### config.mk
export PLATFORM = sky130hd
export DESIGN_NAME = digit_glyph_row_renderer
export DESIGN_NICKNAME = d
export VERILOG_FILES = /design/src/sv/dgrr_pkg.sv /design/src/sv/dgrr_front.sv /design/src/sv/dgrr_queue.sv /design/src/sv/dgrr_back.sv /design/src/sv/digit_glyph_row_renderer.sv
export SDC_FILE = /design/constraint.sdc
export NUM_CORES = 1
export LEC_CHECK = 0
export ABC_AREA = 1
export BUFFER_PORTS_ARGS = -buffer_cell sky130_fd_sc_hd__buf_4
export CORE_UTILIZATION = 55
export DETAILED_ROUTE_END_ITERATION = 8
export PLACE_DENSITY = 0.77
export REMOVE_ABC_BUFFERS = 1
export SYNTH_ARGS = -nofsm -noshare
export SYNTH_HDL_FRONTEND = slang
export SYNTH_SLANG_ARGS = --single-unit
### constraint.sdc
create_clock -name clk -period 8.7 [get_ports clk]
set_input_delay 0.435 -clock clk [delete_from_list [all_inputs] [get_ports clk]]
set_output_delay 0.435 -clock clk [all_outputs]
set_load 0.01 [all_outputs]
### src/sv/dgrr_pkg.sv
// Shared types, constants and the glyph font for the digit glyph row renderer.
`timescale 1ns / 1ps
`default_nettype none
package dgrr_pkg;

    // Region modes.
    localparam logic [1:0] MODE_FULL  = 2'd0;
    localparam logic [1:0] MODE_UPPER = 2'd1;
    localparam logic [1:0] MODE_LOWER = 2'd2;
    localparam logic [1:0] MODE_NONE  = 2'd3;

    // Glyph codes in the font table.
    localparam logic [4:0] GLYPH_DASH = 5'd20;
    localparam logic [4:0] GLYPH_S    = 5'd21;
    localparam logic [4:0] GLYPH_L    = 5'd22;
    localparam logic [4:0] GLYPH_H    = 5'd23;
    localparam logic [4:0] GLYPH_I    = 5'd24;
    localparam logic [4:0] SMALL_BASE = 5'd10;
    localparam int         GLYPH_COUNT = 25;

    // Raw input codes for the special values.
    localparam logic [10:0] CODE_SL = 11'h7FC;
    localparam logic [10:0] CODE_HI = 11'h7FB;

    // Default depth of the queue between front and back.
    localparam int QUEUE_DEPTH = 2;

    // One classified item, as handed from the front to the back.
    typedef struct packed {
        logic       three_digit;
        logic [1:0] mode;
        logic [4:0] glyph_a;
        logic [4:0] glyph_b;
        logic [4:0] glyph_c;
    } dgrr_entry_t;

    // 8x8 digits 0..9, 5x8 digits 10..19, then dash, S, L, H, I.
    localparam logic [7:0] FONT_ROM [0:GLYPH_COUNT-1][0:7] = '{
        '{8'h3c, 8'h42, 8'h42, 8'h42, 8'h42, 8'h42, 8'h42, 8'h3c},
        '{8'h10, 8'h30, 8'h70, 8'h10, 8'h10, 8'h10, 8'h10, 8'h7c},
        '{8'h3c, 8'h42, 8'h02, 8'h04, 8'h08, 8'h10, 8'h20, 8'h7e},
        '{8'h3c, 8'h42, 8'h02, 8'h0c, 8'h02, 8'h02, 8'h42, 8'h3c},
        '{8'h08, 8'h18, 8'h28, 8'h48, 8'hfe, 8'h08, 8'h08, 8'h3e},
        '{8'h7e, 8'h40, 8'h40, 8'h7c, 8'h02, 8'h02, 8'h42, 8'h3c},
        '{8'h1c, 8'h20, 8'h40, 8'h7c, 8'h42, 8'h42, 8'h42, 8'h3c},
        '{8'h7c, 8'h44, 8'h08, 8'h08, 8'h10, 8'h10, 8'h20, 8'h20},
        '{8'h3c, 8'h42, 8'h42, 8'h3c, 8'h42, 8'h42, 8'h42, 8'h3c},
        '{8'h3c, 8'h42, 8'h42, 8'h42, 8'h3e, 8'h02, 8'h04, 8'h38},
        '{8'h60, 8'h90, 8'h90, 8'h90, 8'h90, 8'h90, 8'h90, 8'h60},
        '{8'h20, 8'h20, 8'h60, 8'h20, 8'h20, 8'h20, 8'h20, 8'h70},
        '{8'h60, 8'h90, 8'h10, 8'h20, 8'h20, 8'h40, 8'h40, 8'hf0},
        '{8'h60, 8'h90, 8'h10, 8'h20, 8'h10, 8'h10, 8'h90, 8'h60},
        '{8'h20, 8'h60, 8'h60, 8'ha0, 8'hf0, 8'h20, 8'h20, 8'h70},
        '{8'hf0, 8'h80, 8'h80, 8'he0, 8'h10, 8'h10, 8'h90, 8'h60},
        '{8'h70, 8'h80, 8'h80, 8'he0, 8'h90, 8'h90, 8'h90, 8'h60},
        '{8'hf0, 8'h90, 8'h10, 8'h10, 8'h20, 8'h20, 8'h20, 8'h20},
        '{8'h60, 8'h90, 8'h90, 8'h60, 8'h90, 8'h90, 8'h90, 8'h60},
        '{8'h60, 8'h90, 8'h90, 8'h90, 8'h70, 8'h10, 8'h20, 8'h60},
        '{8'h00, 8'h00, 8'h00, 8'h7e, 8'h7e, 8'h00, 8'h00, 8'h00},
        '{8'h3e, 8'h40, 8'h40, 8'h40, 8'h3c, 8'h02, 8'h02, 8'h7c},
        '{8'h40, 8'h40, 8'h40, 8'h40, 8'h40, 8'h40, 8'h40, 8'h3c},
        '{8'h42, 8'h42, 8'h42, 8'h42, 8'h7e, 8'h42, 8'h42, 8'h42},
        '{8'h00, 8'h00, 8'h10, 8'h00, 8'h10, 8'h10, 8'h10, 8'h38}
    };

    // One row of one glyph; codes past the table read as blank.
    function automatic logic [7:0] font_row(input logic [4:0] glyph, input logic [2:0] grow);
        logic [7:0] bits;
        bits = 8'h00;
        if (int'(glyph) < GLYPH_COUNT)
        begin
            bits = FONT_ROM[glyph][grow];
        end
        return bits;
    endfunction

endpackage
`default_nettype wire

### src/sv/dgrr_front.sv
// Front part: accepts items and splits the value into glyph codes.
`timescale 1ns / 1ps
`default_nettype none
module dgrr_front
    import dgrr_pkg::*;
(
    input  wire logic               clk,
    input  wire logic               rst_n,
    input  wire logic               start,
    input  wire logic signed [10:0] value,
    input  wire logic        [1:0]  mode,
    output logic                    busy,
    input  wire logic               queue_full,
    output logic                    push,
    output dgrr_entry_t             push_entry
);

    typedef enum logic [3:0] {
        F_IDLE = 4'b0001,
        F_QUOT = 4'b0010,
        F_REM  = 4'b0100,
        F_PUSH = 4'b1000
    } front_state_t;

    front_state_t state_reg, state_next;
    logic [10:0]  raw_reg, raw_next;
    logic [1:0]   mode_reg, mode_next;
    logic [3:0]   quot_reg, quot_next;
    logic [6:0]   rem_reg, rem_next;

    logic [22:0]  quot_prod;
    logic [10:0]  hundreds_sub;
    logic [10:0]  rem_full;
    logic [14:0]  tens_prod;
    logic [3:0]   tens;
    logic [6:0]   units_full;
    logic [3:0]   digit_h;
    logic         negative;

    assign busy = (state_reg != F_IDLE);

    // Hundreds by reciprocal multiply: exact for all 10-bit magnitudes.
    assign quot_prod    = {13'd0, raw_reg[9:0]} * 23'd5243;
    assign hundreds_sub = 11'({7'd0, quot_reg} * 11'd100);
    assign rem_full     = {1'b0, raw_reg[9:0]} - hundreds_sub;

    // Tens and units from the remainder below one hundred.
    assign tens_prod  = {8'd0, rem_reg} * 15'd205;
    assign tens       = tens_prod[14:11];
    assign units_full = rem_reg - {tens[3:0], 3'b000} - {2'b00, tens, 1'b0};
    assign digit_h    = (quot_reg == 4'd10) ? 4'd0 : quot_reg;
    assign negative   = raw_reg[10];

    // Classify the item into font indices.
    always_comb
    begin
        push_entry.mode = mode_reg;
        if (negative)
        begin
            push_entry.three_digit = 1'b0;
            push_entry.glyph_a     = 5'd0;
            if (raw_reg == CODE_SL)
            begin
                push_entry.glyph_b = GLYPH_S;
                push_entry.glyph_c = GLYPH_L;
            end
            else if (raw_reg == CODE_HI)
            begin
                push_entry.glyph_b = GLYPH_H;
                push_entry.glyph_c = GLYPH_I;
            end
            else
            begin
                push_entry.glyph_b = GLYPH_DASH;
                push_entry.glyph_c = GLYPH_DASH;
            end
        end
        else if (digit_h != 4'd0)
        begin
            push_entry.three_digit = 1'b1;
            push_entry.glyph_a     = {1'b0, digit_h} + SMALL_BASE;
            push_entry.glyph_b     = {1'b0, tens} + SMALL_BASE;
            push_entry.glyph_c     = {1'b0, units_full[3:0]} + SMALL_BASE;
        end
        else
        begin
            push_entry.three_digit = 1'b0;
            push_entry.glyph_a     = 5'd0;
            push_entry.glyph_b     = {1'b0, tens};
            push_entry.glyph_c     = {1'b0, units_full[3:0]};
        end
    end

    assign push = (state_reg == F_PUSH) && !queue_full;

    // Sequencer over the division steps.
    always_comb
    begin
        state_next = state_reg;
        raw_next   = raw_reg;
        mode_next  = mode_reg;
        quot_next  = quot_reg;
        rem_next   = rem_reg;
        unique case (state_reg)
            F_IDLE:
            begin
                if (start)
                begin
                    raw_next   = value;
                    mode_next  = mode;
                    state_next = F_QUOT;
                end
            end
            F_QUOT:
            begin
                quot_next  = quot_prod[22:19];
                state_next = F_REM;
            end
            F_REM:
            begin
                rem_next   = rem_full[6:0];
                state_next = F_PUSH;
            end
            F_PUSH:
            begin
                if (!queue_full)
                begin
                    state_next = F_IDLE;
                end
            end
            default:
            begin
                state_next = F_IDLE;
            end
        endcase
    end

    always_ff @(posedge clk or negedge rst_n)
    begin
        if (!rst_n)
        begin
            state_reg <= F_IDLE;
        end
        else
        begin
            state_reg <= state_next;
        end
    end

    always_ff @(posedge clk)
    begin
        raw_reg  <= raw_next;
        mode_reg <= mode_next;
        quot_reg <= quot_next;
        rem_reg  <= rem_next;
    end

endmodule
`default_nettype wire

### src/sv/dgrr_queue.sv
// Short queue of classified items between the front and the back.
`timescale 1ns / 1ps
`default_nettype none
module dgrr_queue
    import dgrr_pkg::*;
#(
    parameter int DEPTH = QUEUE_DEPTH
)
(
    input  wire logic  clk,
    input  wire logic  rst_n,
    input  wire logic  push,
    input  wire dgrr_entry_t push_entry,
    output logic       full,
    input  wire logic  pop,
    output logic       empty,
    output dgrr_entry_t head
);

    localparam int PTR_W = (DEPTH > 1) ? $clog2(DEPTH) : 1;
    localparam int CNT_W = $clog2(DEPTH + 1);

    dgrr_entry_t        slots [DEPTH];
    logic [PTR_W-1:0]   wr_ptr_reg, wr_ptr_next;
    logic [PTR_W-1:0]   rd_ptr_reg, rd_ptr_next;
    logic [CNT_W-1:0]   count_reg, count_next;

    assign full  = (count_reg == CNT_W'(DEPTH));
    assign empty = (count_reg == '0);
    assign head  = slots[rd_ptr_reg];

    // Pointer and fill bookkeeping.
    always_comb
    begin
        wr_ptr_next = wr_ptr_reg;
        rd_ptr_next = rd_ptr_reg;
        count_next  = count_reg;
        if (push)
        begin
            wr_ptr_next = (wr_ptr_reg == PTR_W'(DEPTH - 1)) ? '0 : wr_ptr_reg + 1'b1;
        end
        if (pop)
        begin
            rd_ptr_next = (rd_ptr_reg == PTR_W'(DEPTH - 1)) ? '0 : rd_ptr_reg + 1'b1;
        end
        if (push && !pop)
        begin
            count_next = count_reg + 1'b1;
        end
        else if (pop && !push)
        begin
            count_next = count_reg - 1'b1;
        end
    end

    always_ff @(posedge clk or negedge rst_n)
    begin
        if (!rst_n)
        begin
            wr_ptr_reg <= '0;
            rd_ptr_reg <= '0;
            count_reg  <= '0;
        end
        else
        begin
            wr_ptr_reg <= wr_ptr_next;
            rd_ptr_reg <= rd_ptr_next;
            count_reg  <= count_next;
        end
    end

    always_ff @(posedge clk)
    begin
        if (push)
        begin
            slots[wr_ptr_reg] <= push_entry;
        end
    end

endmodule
`default_nettype wire

### src/sv/dgrr_back.sv
// Back part: walks the rows of one classified item and emits them.
`timescale 1ns / 1ps
`default_nettype none
module dgrr_back
    import dgrr_pkg::*;
(
    input  wire logic  clk,
    input  wire logic  rst_n,
    input  wire logic  empty,
    input  wire dgrr_entry_t head,
    output logic       pop,
    output logic       valid,
    output logic [3:0] row_index,
    output logic [15:0] row_bits,
    output logic       last
);

    dgrr_entry_t entry_reg, entry_next;
    logic        active_reg, active_next;
    logic [3:0]  n_reg, n_next;
    logic        valid_reg;
    logic [3:0]  row_index_reg, row_index_next;
    logic [15:0] row_bits_reg, row_bits_next;
    logic        last_reg, last_next;

    logic [3:0]  last_n;
    logic        is_last;
    logic [2:0]  grow;
    logic [3:0]  first_row;
    logic [7:0]  row_a, row_b, row_c;
    logic [7:0]  hi, lo;

    // Row count and run end for the current item.
    assign last_n  = (entry_reg.mode == MODE_FULL) ? 4'd15 : 4'd7;
    assign is_last = active_reg && (n_reg == last_n);
    assign pop     = !empty && (!active_reg || is_last);

    // Bottom glyph row first; full mode shows each glyph row twice.
    assign grow      = 3'd7 - ((entry_reg.mode == MODE_FULL) ? n_reg[3:1] : n_reg[2:0]);
    assign first_row = (entry_reg.mode == MODE_UPPER) ? 4'd8 : 4'd0;

    assign row_a = font_row(entry_reg.glyph_a, grow);
    assign row_b = font_row(entry_reg.glyph_b, grow);
    assign row_c = font_row(entry_reg.glyph_c, grow);

    // Pack the glyphs into the two bytes, then invert.
    always_comb
    begin
        if (entry_reg.three_digit)
        begin
            hi = row_a | (row_b >> 5);
            lo = (row_b << 3) | (row_c >> 2);
        end
        else
        begin
            hi = row_b;
            lo = row_c;
        end
        row_bits_next  = ~{hi, lo};
        row_index_next = first_row + n_reg;
        last_next      = is_last;
    end

    // Row sequencer; the next item loads on the last row of this one.
    always_comb
    begin
        entry_next  = entry_reg;
        active_next = active_reg;
        n_next      = n_reg;
        if (pop)
        begin
            entry_next  = head;
            active_next = (head.mode != MODE_NONE);
            n_next      = 4'd0;
        end
        else if (active_reg)
        begin
            n_next = n_reg + 1'b1;
            if (is_last)
            begin
                active_next = 1'b0;
            end
        end
    end

    always_ff @(posedge clk or negedge rst_n)
    begin
        if (!rst_n)
        begin
            active_reg <= 1'b0;
            valid_reg  <= 1'b0;
            n_reg      <= 4'd0;
        end
        else
        begin
            active_reg <= active_next;
            valid_reg  <= active_reg;
            n_reg      <= n_next;
        end
    end

    always_ff @(posedge clk)
    begin
        entry_reg     <= entry_next;
        row_index_reg <= row_index_next;
        row_bits_reg  <= row_bits_next;
        last_reg      <= last_next;
    end

    assign valid     = valid_reg;
    assign row_index = row_index_reg;
    assign row_bits  = row_bits_reg;
    assign last      = last_reg;

endmodule
`default_nettype wire

### src/sv/digit_glyph_row_renderer.sv
// Path: the front registers the input, quotient and remainder, then pushes the item into the
// queue; the back loads it and registers each row. Rows of an item follow one per cycle.
// The front is busy until it has pushed its item, waiting while the queue is full; the row
// sequencer in the back emits 16 rows per item in full mode and 8 in a half mode. A mode 3 item emits nothing.
// Reset clears the front sequencer, the queue and the row sequencer; results cannot be stalled.
`timescale 1ns / 1ps
`default_nettype none
module digit_glyph_row_renderer
    import dgrr_pkg::*;
#(
    parameter int QDEPTH = QUEUE_DEPTH
)
(
    input  wire logic               clk,
    input  wire logic               rst_n,
    input  wire logic               start,
    output logic                    busy,
    input  wire logic signed [10:0] value,
    input  wire logic        [1:0]  mode,
    output logic                    valid,
    output logic             [3:0]  row_index,
    output logic             [15:0] row_bits,
    output logic                    last
);

    logic        queue_full;
    logic        queue_empty;
    logic        push;
    logic        pop;
    dgrr_entry_t push_entry;
    dgrr_entry_t head;

    // Accept and classify.
    dgrr_front u_front (
        .clk        (clk),
        .rst_n      (rst_n),
        .start      (start),
        .value      (value),
        .mode       (mode),
        .busy       (busy),
        .queue_full (queue_full),
        .push       (push),
        .push_entry (push_entry)
    );

    // Decoupling queue.
    dgrr_queue #(
        .DEPTH (QDEPTH)
    ) u_queue (
        .clk        (clk),
        .rst_n      (rst_n),
        .push       (push),
        .push_entry (push_entry),
        .full       (queue_full),
        .pop        (pop),
        .empty      (queue_empty),
        .head       (head)
    );

    // Row emission.
    dgrr_back u_back (
        .clk       (clk),
        .rst_n     (rst_n),
        .empty     (queue_empty),
        .head      (head),
        .pop       (pop),
        .valid     (valid),
        .row_index (row_index),
        .row_bits  (row_bits),
        .last      (last)
    );

endmodule
`default_nettype wire

==> impl_metrics.json, run 1 <==
{
  "status": "finished, final reports clean",
  "drt_iter0_drc": 1124,
  "core_um2": 21820,
  "cpLargestDelayFamily": "adder cells",
  "clockBufferDepth": 2,
  "clock-root-buffer": "clkbuf_16",
  "timing.fmax_mhz": 211.1,
  "crit_path_end_kind": "flip-flop",
  "path_buf_inv": 4,
  "synth.area.top_cells": "edfxtp_1, ha_1, nand2_1",
  "grt_pass1_vias": 11640,
  "final_design_area_no_fill_um2": 13240,
  "hold_viol": 0,
  "fillCellCount": 1978,
  "synth-edff-count": 78,
  "viasPerCell": 6.103,
  "timing_max_transition_violations_final": 0,
  "fin_tns_setup_ns": 0,
  "whs_path_depth": 1,
  "synth_seq_cells": 113,
  "cts_tree": "built",
  "layout_commonest_cell": "nand2_1",
  "worst_path_largest_cell_delay_ns": 0.51,
  "drtPass1Iterations": 6,
  "antenna_found_initial": 0,
  "rr_worst_depth": 24,
  "mostFrequentLayoutCells": "nand2_1, inv_1, ha_1",
  "fin_crit_sh_pct": 54.44,
  "cts_resized": 0,
  "yosys.area_share.simple_pct": 24.75,
  "async_flop_share_pct": 12.39,
  "path_depth": 24,
  "die_w_um": 151.3,
  "io_pins": 39,
  "yosysWarnings": 0,
  "slew_headroom_pct": 23.96,
  "fin_nets": 1898,
  "largest_register_ffs": 36,
  "synthMuxAreaShare_pct": 0,
  "synth_xor_area_share_pct": 1.642,
  "tightest_slew_ns": 1.130,
  "grt_usage_pct": 32.79,
  "drt-total-wl_um": 36100,
  "crit_fanout": 4,
  "start_util_pct": 56.21,
  "row_count": 54,
  "cts_sinks": 113,
  "fp.dieH_um": 151.3,
  "finalSetupViolations": 0,
  "syn_to_final_growth_pct": 7.925,
  "htree_levels": 4,
  "worstSetupPathType": "reg -> reg",
  "port_buffers": 38,
  "synth_top_area_cell": "edfxtp_1",
  "syn_area_um2": 12270,
  "drc": 0,
  "grt_pass1_wl_um": 58350,
  "synthCells": 1675,
  "stdcell_count": 1973,
  "synth_top_family_by_area": "simple AND/OR/NAND/NOR gates",
  "arrival_ns": 4.89,
  "drive_gt1_share_pct": 6.202,
  "worstPathRequired_ns": 8.85,
  "numCtsBuffers": 17,
  "clk_pin_slew_ns": 0.05,
  "place_inst": 1940,
  "placed_area_um2": 12680,
  "grt-ovfl-total": 0,
  "synth_top_cell_area_share_pct": 19.09,
  "rsz0062_at_grt": "false",
  "dieArea_um2": 22900,
  "insertion_delay_ns": 0.42,
  "ant_nets": 0,
  "synth_ff_type": "edfxtp_1",
  "hpwl_um": 26520,
  "maxCapViolCount": 0,
  "vias": 12040,
  "routedWlPerCell_um": 18.30,
  "grt_max_degree": 75,
  "gp_congestion": 0.9790,
  "crit_chain": "ha_1, ha_1, fa_1, inv_1, fa_1, inv_1, ha_1, nand2_1, inv_1, nand2_1, nand2_1, nand2_1, nand2_1, nand2_1, nand2_1, xor2_1, inv_1, ha_1, xnor2_1, ha_1, nor2_1, nand3_1, nand3_1, nand2_1",
  "startpoint_type": "flip-flop",
  "cp_common_cell": "nand2_1",
  "n_antenna_cell": 0,
  "synth_cell_types": 56,
  "fin_skew_ns": 0.01699,
  "worst_path_max_delay_cell": "fa_1",
  "hold_class": "in -> reg",
  "avgSynthCellArea_um2": 7.323,
  "synth_seq_area_share_pct": 25.39,
  "synth_compound_area_share_pct": 15.70,
  "finalCriticalPeriod_ns": 4.736,
  "synthAdderAreaFrac_pct": 23.24
}
[synthesized netlist by cell type, drive strengths merged (2+ instances only)]
cell type and number:
nor2 139, o21bai 2, dfxtp 21, nand2 427
fa 43, o31ai 10, o22ai 9, o32ai 3
o311ai 6, ha 159, edfxtp 78, dfrtp 13
nand4 14, or2 8, a21oi 101, nor4 8
nor3 15, o211ai 28, clkbuf 24, a31oi 15
o2111ai 7, a32oi 2, xnor2 8, nand3 119
xor2 15, nor3b 2, buf 44, o221ai 8
inv 208, a221oi 4, o21ai 122
[through the flow]
stage	utilization, %	setup slack, ns	hold slack [ns]
final	60.66	3.964	0.1972
after global routing	60.66	3.650	0.1814
after CTS	60.66	3.996	0.1835
after detailed placement	58.12	4.016	0.2975
after global placement	58.12	4.093	0.2946
after floorplan	-	4.284	0.1394
[what timing repair did]
action / 4_1_cts / 5_1_grt
hold endpoints to repair: 13 / 0
setup buffers: 0 / 0
hold buffers: 1 / 0
[worst register-to-register path, cell delays in order, from the launching register on]
cell and delay, ns:
edfxtp_1 0.46, ha_1 0.33, ha_1 0.30, fa_1 0.51, inv_1 0.05, fa_1 0.49
inv_1 0.04, ha_1 0.28, nand2_1 0.09, inv_1 0.04, nand2_1 0.05, nand2_1 0.05
nand2_1 0.07, nand2_1 0.05, nand2_1 0.12, nand2_1 0.08, xor2_1 0.17, inv_1 0.11
ha_1 0.31, xnor2_1 0.19, ha_1 0.23, nor2_1 0.18, nand3_1 0.12, nand3_1 0.10
nand2_1 0.07
[cells by family (layout without fill, tap and decap cells)]
kind of cell | count (synthesis) | count (layout)
buffers and inverters | 276 | 294
flip-flops | 113 | 113
XOR/XNOR | 23 | 23
adder cells (fa/ha/maj) | 202 | 202
AND/OR/NAND/NOR | 735 | 735
AO/OA/AOI/OAI | 326 | 326
[cell type report]
| class | instances | area [um^2] | area share, % |
|---|---|---|---|
| Clock buffer | 18 | 429.2 | 3.242 |
| Clock inverter | 14 | 116.4 | 0.8789 |
| Inverter | 208 | 783.3 | 5.916 |
| Multi-Input combinational cell | 1286 | 8038 | 60.71 |
| Sequential cell | 113 | 3114 | 23.52 |
| Tap cell | 280 | 350.3 | 2.646 |
| Timing Repair Buffer | 54 | 407.9 | 3.081 |
[worst paths after layout]
path                                               from                               end  slack, ns
max in group asynchronous                         rst_n  u_front.state_reg[0]$_DFFE_PN1P_       8.06
setup / recovery           u_front.rem_reg[4]$_DFFE_PP_     u_queue.slots[1][3]$_DFFE_PP_       3.96
min in group asynchronous                         rst_n  u_queue.count_reg[1]$_DFFE_PN0P_       0.40
hold reg to reg             u_back.active_reg$_DFF_PN0_            u_back.valid$_DFF_PN0_       0.43
setup reg to reg           u_front.rem_reg[4]$_DFFE_PP_     u_queue.slots[1][3]$_DFFE_PP_       3.96
hold / removal                                 value[8]      u_front.raw_reg[8]$_DFFE_PP_       0.20
[per-layer routing]
| layer | track usage (%) | routed length [um] | vias to the layer above |
|---|---|---|---|
| met5 | 0 | 0 | - |
| li1 | - | - | 5664 |
| met4 | 16.35 | 1414 | 0 |
| met1 | 42.35 | 14530 | 5570 |
| met3 | 6.416 | 3384 | 142 |
| met2 | 52.19 | 16770 | 665 |
Power of run 1 is not shown: default switching activity piles up to over one toggle a cycle in this logic, so the estimate is an artifact.
==> run 2: changes to the inputs <==
==> constraint.sdc (replaced) <==
create_clock -name clk -period 4.9 [get_ports clk]
set_input_delay 0.245 -clock clk [delete_from_list [all_inputs] [get_ports clk]]
set_output_delay 0.245 -clock clk [all_outputs]
set_load 0.01 [all_outputs]
==> impl_metrics.json, run 2 (synthesis gave the netlist of run 1 again) <==
{
  "routedWlPerCell_um": 18.24,
  "post-route-util_pct": 61.74,
  "start_util_pct": 56.21,
  "grt_pass1_vias": 11690,
  "regToRegEndpoint": "u_front.quot_reg[2]$_DFFE_PP_",
  "io_pins": 39,
  "fin_nets": 1917,
  "drive_gt1_share_pct": 6.951,
  "slew_headroom_pct": 37.72,
  "timing_max_transition_violations_final": 0,
  "multiInputGateArea_um2": 8064,
  "tightest_slew_ns": 0.9307,
  "rr_worst_depth": 17,
  "cp_common_cell": "fa_1",
  "cts_tree": "built",
  "crit_fanout": 7,
  "fin_skew_ns": 0.01934,
  "worst_path_largest_cell_delay_ns": 0.62,
  "row_count": 54,
  "hpwl_um": 26900,
  "crit_start": "u_front.raw_reg[7]$_DFFE_PP_",
  "grt-ovfl-total": 0,
  "cts_sinks": 113,
  "ff_latch_area_um2": 3114,
  "status": "finished, final reports clean",
  "grt_max_degree": 42,
  "crit_path_end": "u_front.quot_reg[2]$_DFFE_PP_",
  "largest_register_ffs": 36,
  "startpoint_type": "flip-flop",
  "arrival_ns": 4.86,
  "die_w_um": 151.3,
  "insertion_delay_ns": 0.44,
  "r2r_setup_slack_ns": 0.31,
  "antenna_found_initial": 0,
  "worst_path_max_delay_cell": "fa_1",
  "reg2reg_from": "u_front.raw_reg[7]$_DFFE_PP_",
  "grt_usage_pct": 33.18,
  "fin_crit_sh_pct": 93.60,
  "crit_path_end_kind": "flip-flop",
  "fp.dieH_um": 151.3,
  "clock-root-buffer": "clkbuf_16",
  "worstPathRequired_ns": 5.17,
  "layout_commonest_cell": "nand2_1",
  "n_antenna_cell": 0,
  "worstSetupPathType": "reg -> reg",
  "crit_chain": "fa_1, inv_1, fa_1, fa_1, inv_1, fa_1, inv_1, fa_1, inv_1, ha_1, nand2_1, nor2_1, o21ai_0, nand3_1, nand2_1, o211ai_1, xor2_1",
  "clockBufferDepth": 2,
  "path_depth": 17,
  "vias": 12120,
  "finalSetupViolations": 0,
  "cpLargestDelayFamily": "adder cells",
  "syn_to_final_growth_pct": 9.833,
  "clk_pin_slew_ns": 0.07,
  "cts_setup_buffers": 0,
  "mostFrequentLayoutCells": "nand2_1, inv_1, ha_1",
  "port_buffers": 38,
  "hold_viol": 0,
  "htree_levels": 4,
  "finalCriticalPeriod_ns": 4.586,
  "path_buf_inv": 4,
  "ant_nets": 0,
  "numCtsBuffers": 17,
  "grt_pass1_wl_um": 58680,
  "maxCapViolCount": 0,
  "hold_class": "in -> reg",
  "fillCellCount": 1966,
  "viasPerCell": 6.085,
  "drc": 0,
  "drtPass1Iterations": 6,
  "drt_iter0_drc": 1251,
  "timing.fmax_mhz": 218.0,
  "dieArea_um2": 22900,
  "drt-total-wl_um": 36340,
  "core_um2": 21820,
  "gp_congestion": 0.9994
}
## run 2: cell types whose count changed in the layout (fill, tap and decap cells not counted), sizes merged
cell | previous run | this run
clkinvlp | 4 | 0
bufinv | 1 | 0
clkinv | 7 | 0
dlygate4sd3 | 1 | 14
inv | 210 | 222
buf | 53 | 59
## run 2: worst min-delay path: cells and delay by family
family / cells / cell delay [ns]
buf+inv: 1 / 0.08
simple gates: 2 / 0.14
## run 2: final cells by class
cell class | count | share of cell area, %
Tap cell | 280 | 2.600
Inverter | 208 | 5.814
Clock inverter | 14 | 0.9472
Sequential cell | 113 | 23.11
Multi-Input combinational cell | 1286 | 59.85
Clock buffer | 18 | 3.343
Timing Repair Buffer | 73 | 4.328
## run 2: how the worst min path moves through the flow
stage / to / slack, ns / from / cells after the start
final: u_front.state_reg[3]$_DFFE_PN0P_ / 0.08 / start / 3
after floorplan: u_back.active_reg$_DFF_PN0_ / -0.05 / rst_n / 0
after global routing: u_front.state_reg[3]$_DFFE_PN0P_ / 0.07 / start / 3
after CTS: u_front.state_reg[3]$_DFFE_PN0P_ / 0.05 / start / 3
after detailed placement: u_back.active_reg$_DFF_PN0_ / 0.10 / rst_n / 1
after global placement: u_back.valid$_DFF_PN0_ / 0.11 / rst_n / 1
## run 2: per-layer routing
metal  vias to the layer above  track usage (%)  part of all wire (%)
li1                       5716                -                     -
met1                      5601            42.16                    40
met2                       688            54.50                    47
met3                       116            5.994                   8.9
met4                         0            15.40                   3.6
met5                         -                0                     0
## run 2: repair_timing
action	CTS	global route
resized for setup	0	4
hold endpoints to repair	27	0
setup endpoints to repair	0	6
hold buffers	14	0
## run 2: stage by stage
step	instances	hold slack, ns	setup TNS (ns)	setup slack (ns)	instance area [um^2]
after detailed placement	1946	0.1031	0	0.3352	12730
after CTS	1992	0.05459	0	0.3141	13450
after global placement	1946	0.1064	0	0.4089	12730
final	1992	0.07635	0	0.3138	13470
after global routing	1992	0.07202	-0.03238	-0.01630	13470
after floorplan	1607	-0.05059	0	0.4839	11910
Power of run 2 is left out for the same reason.
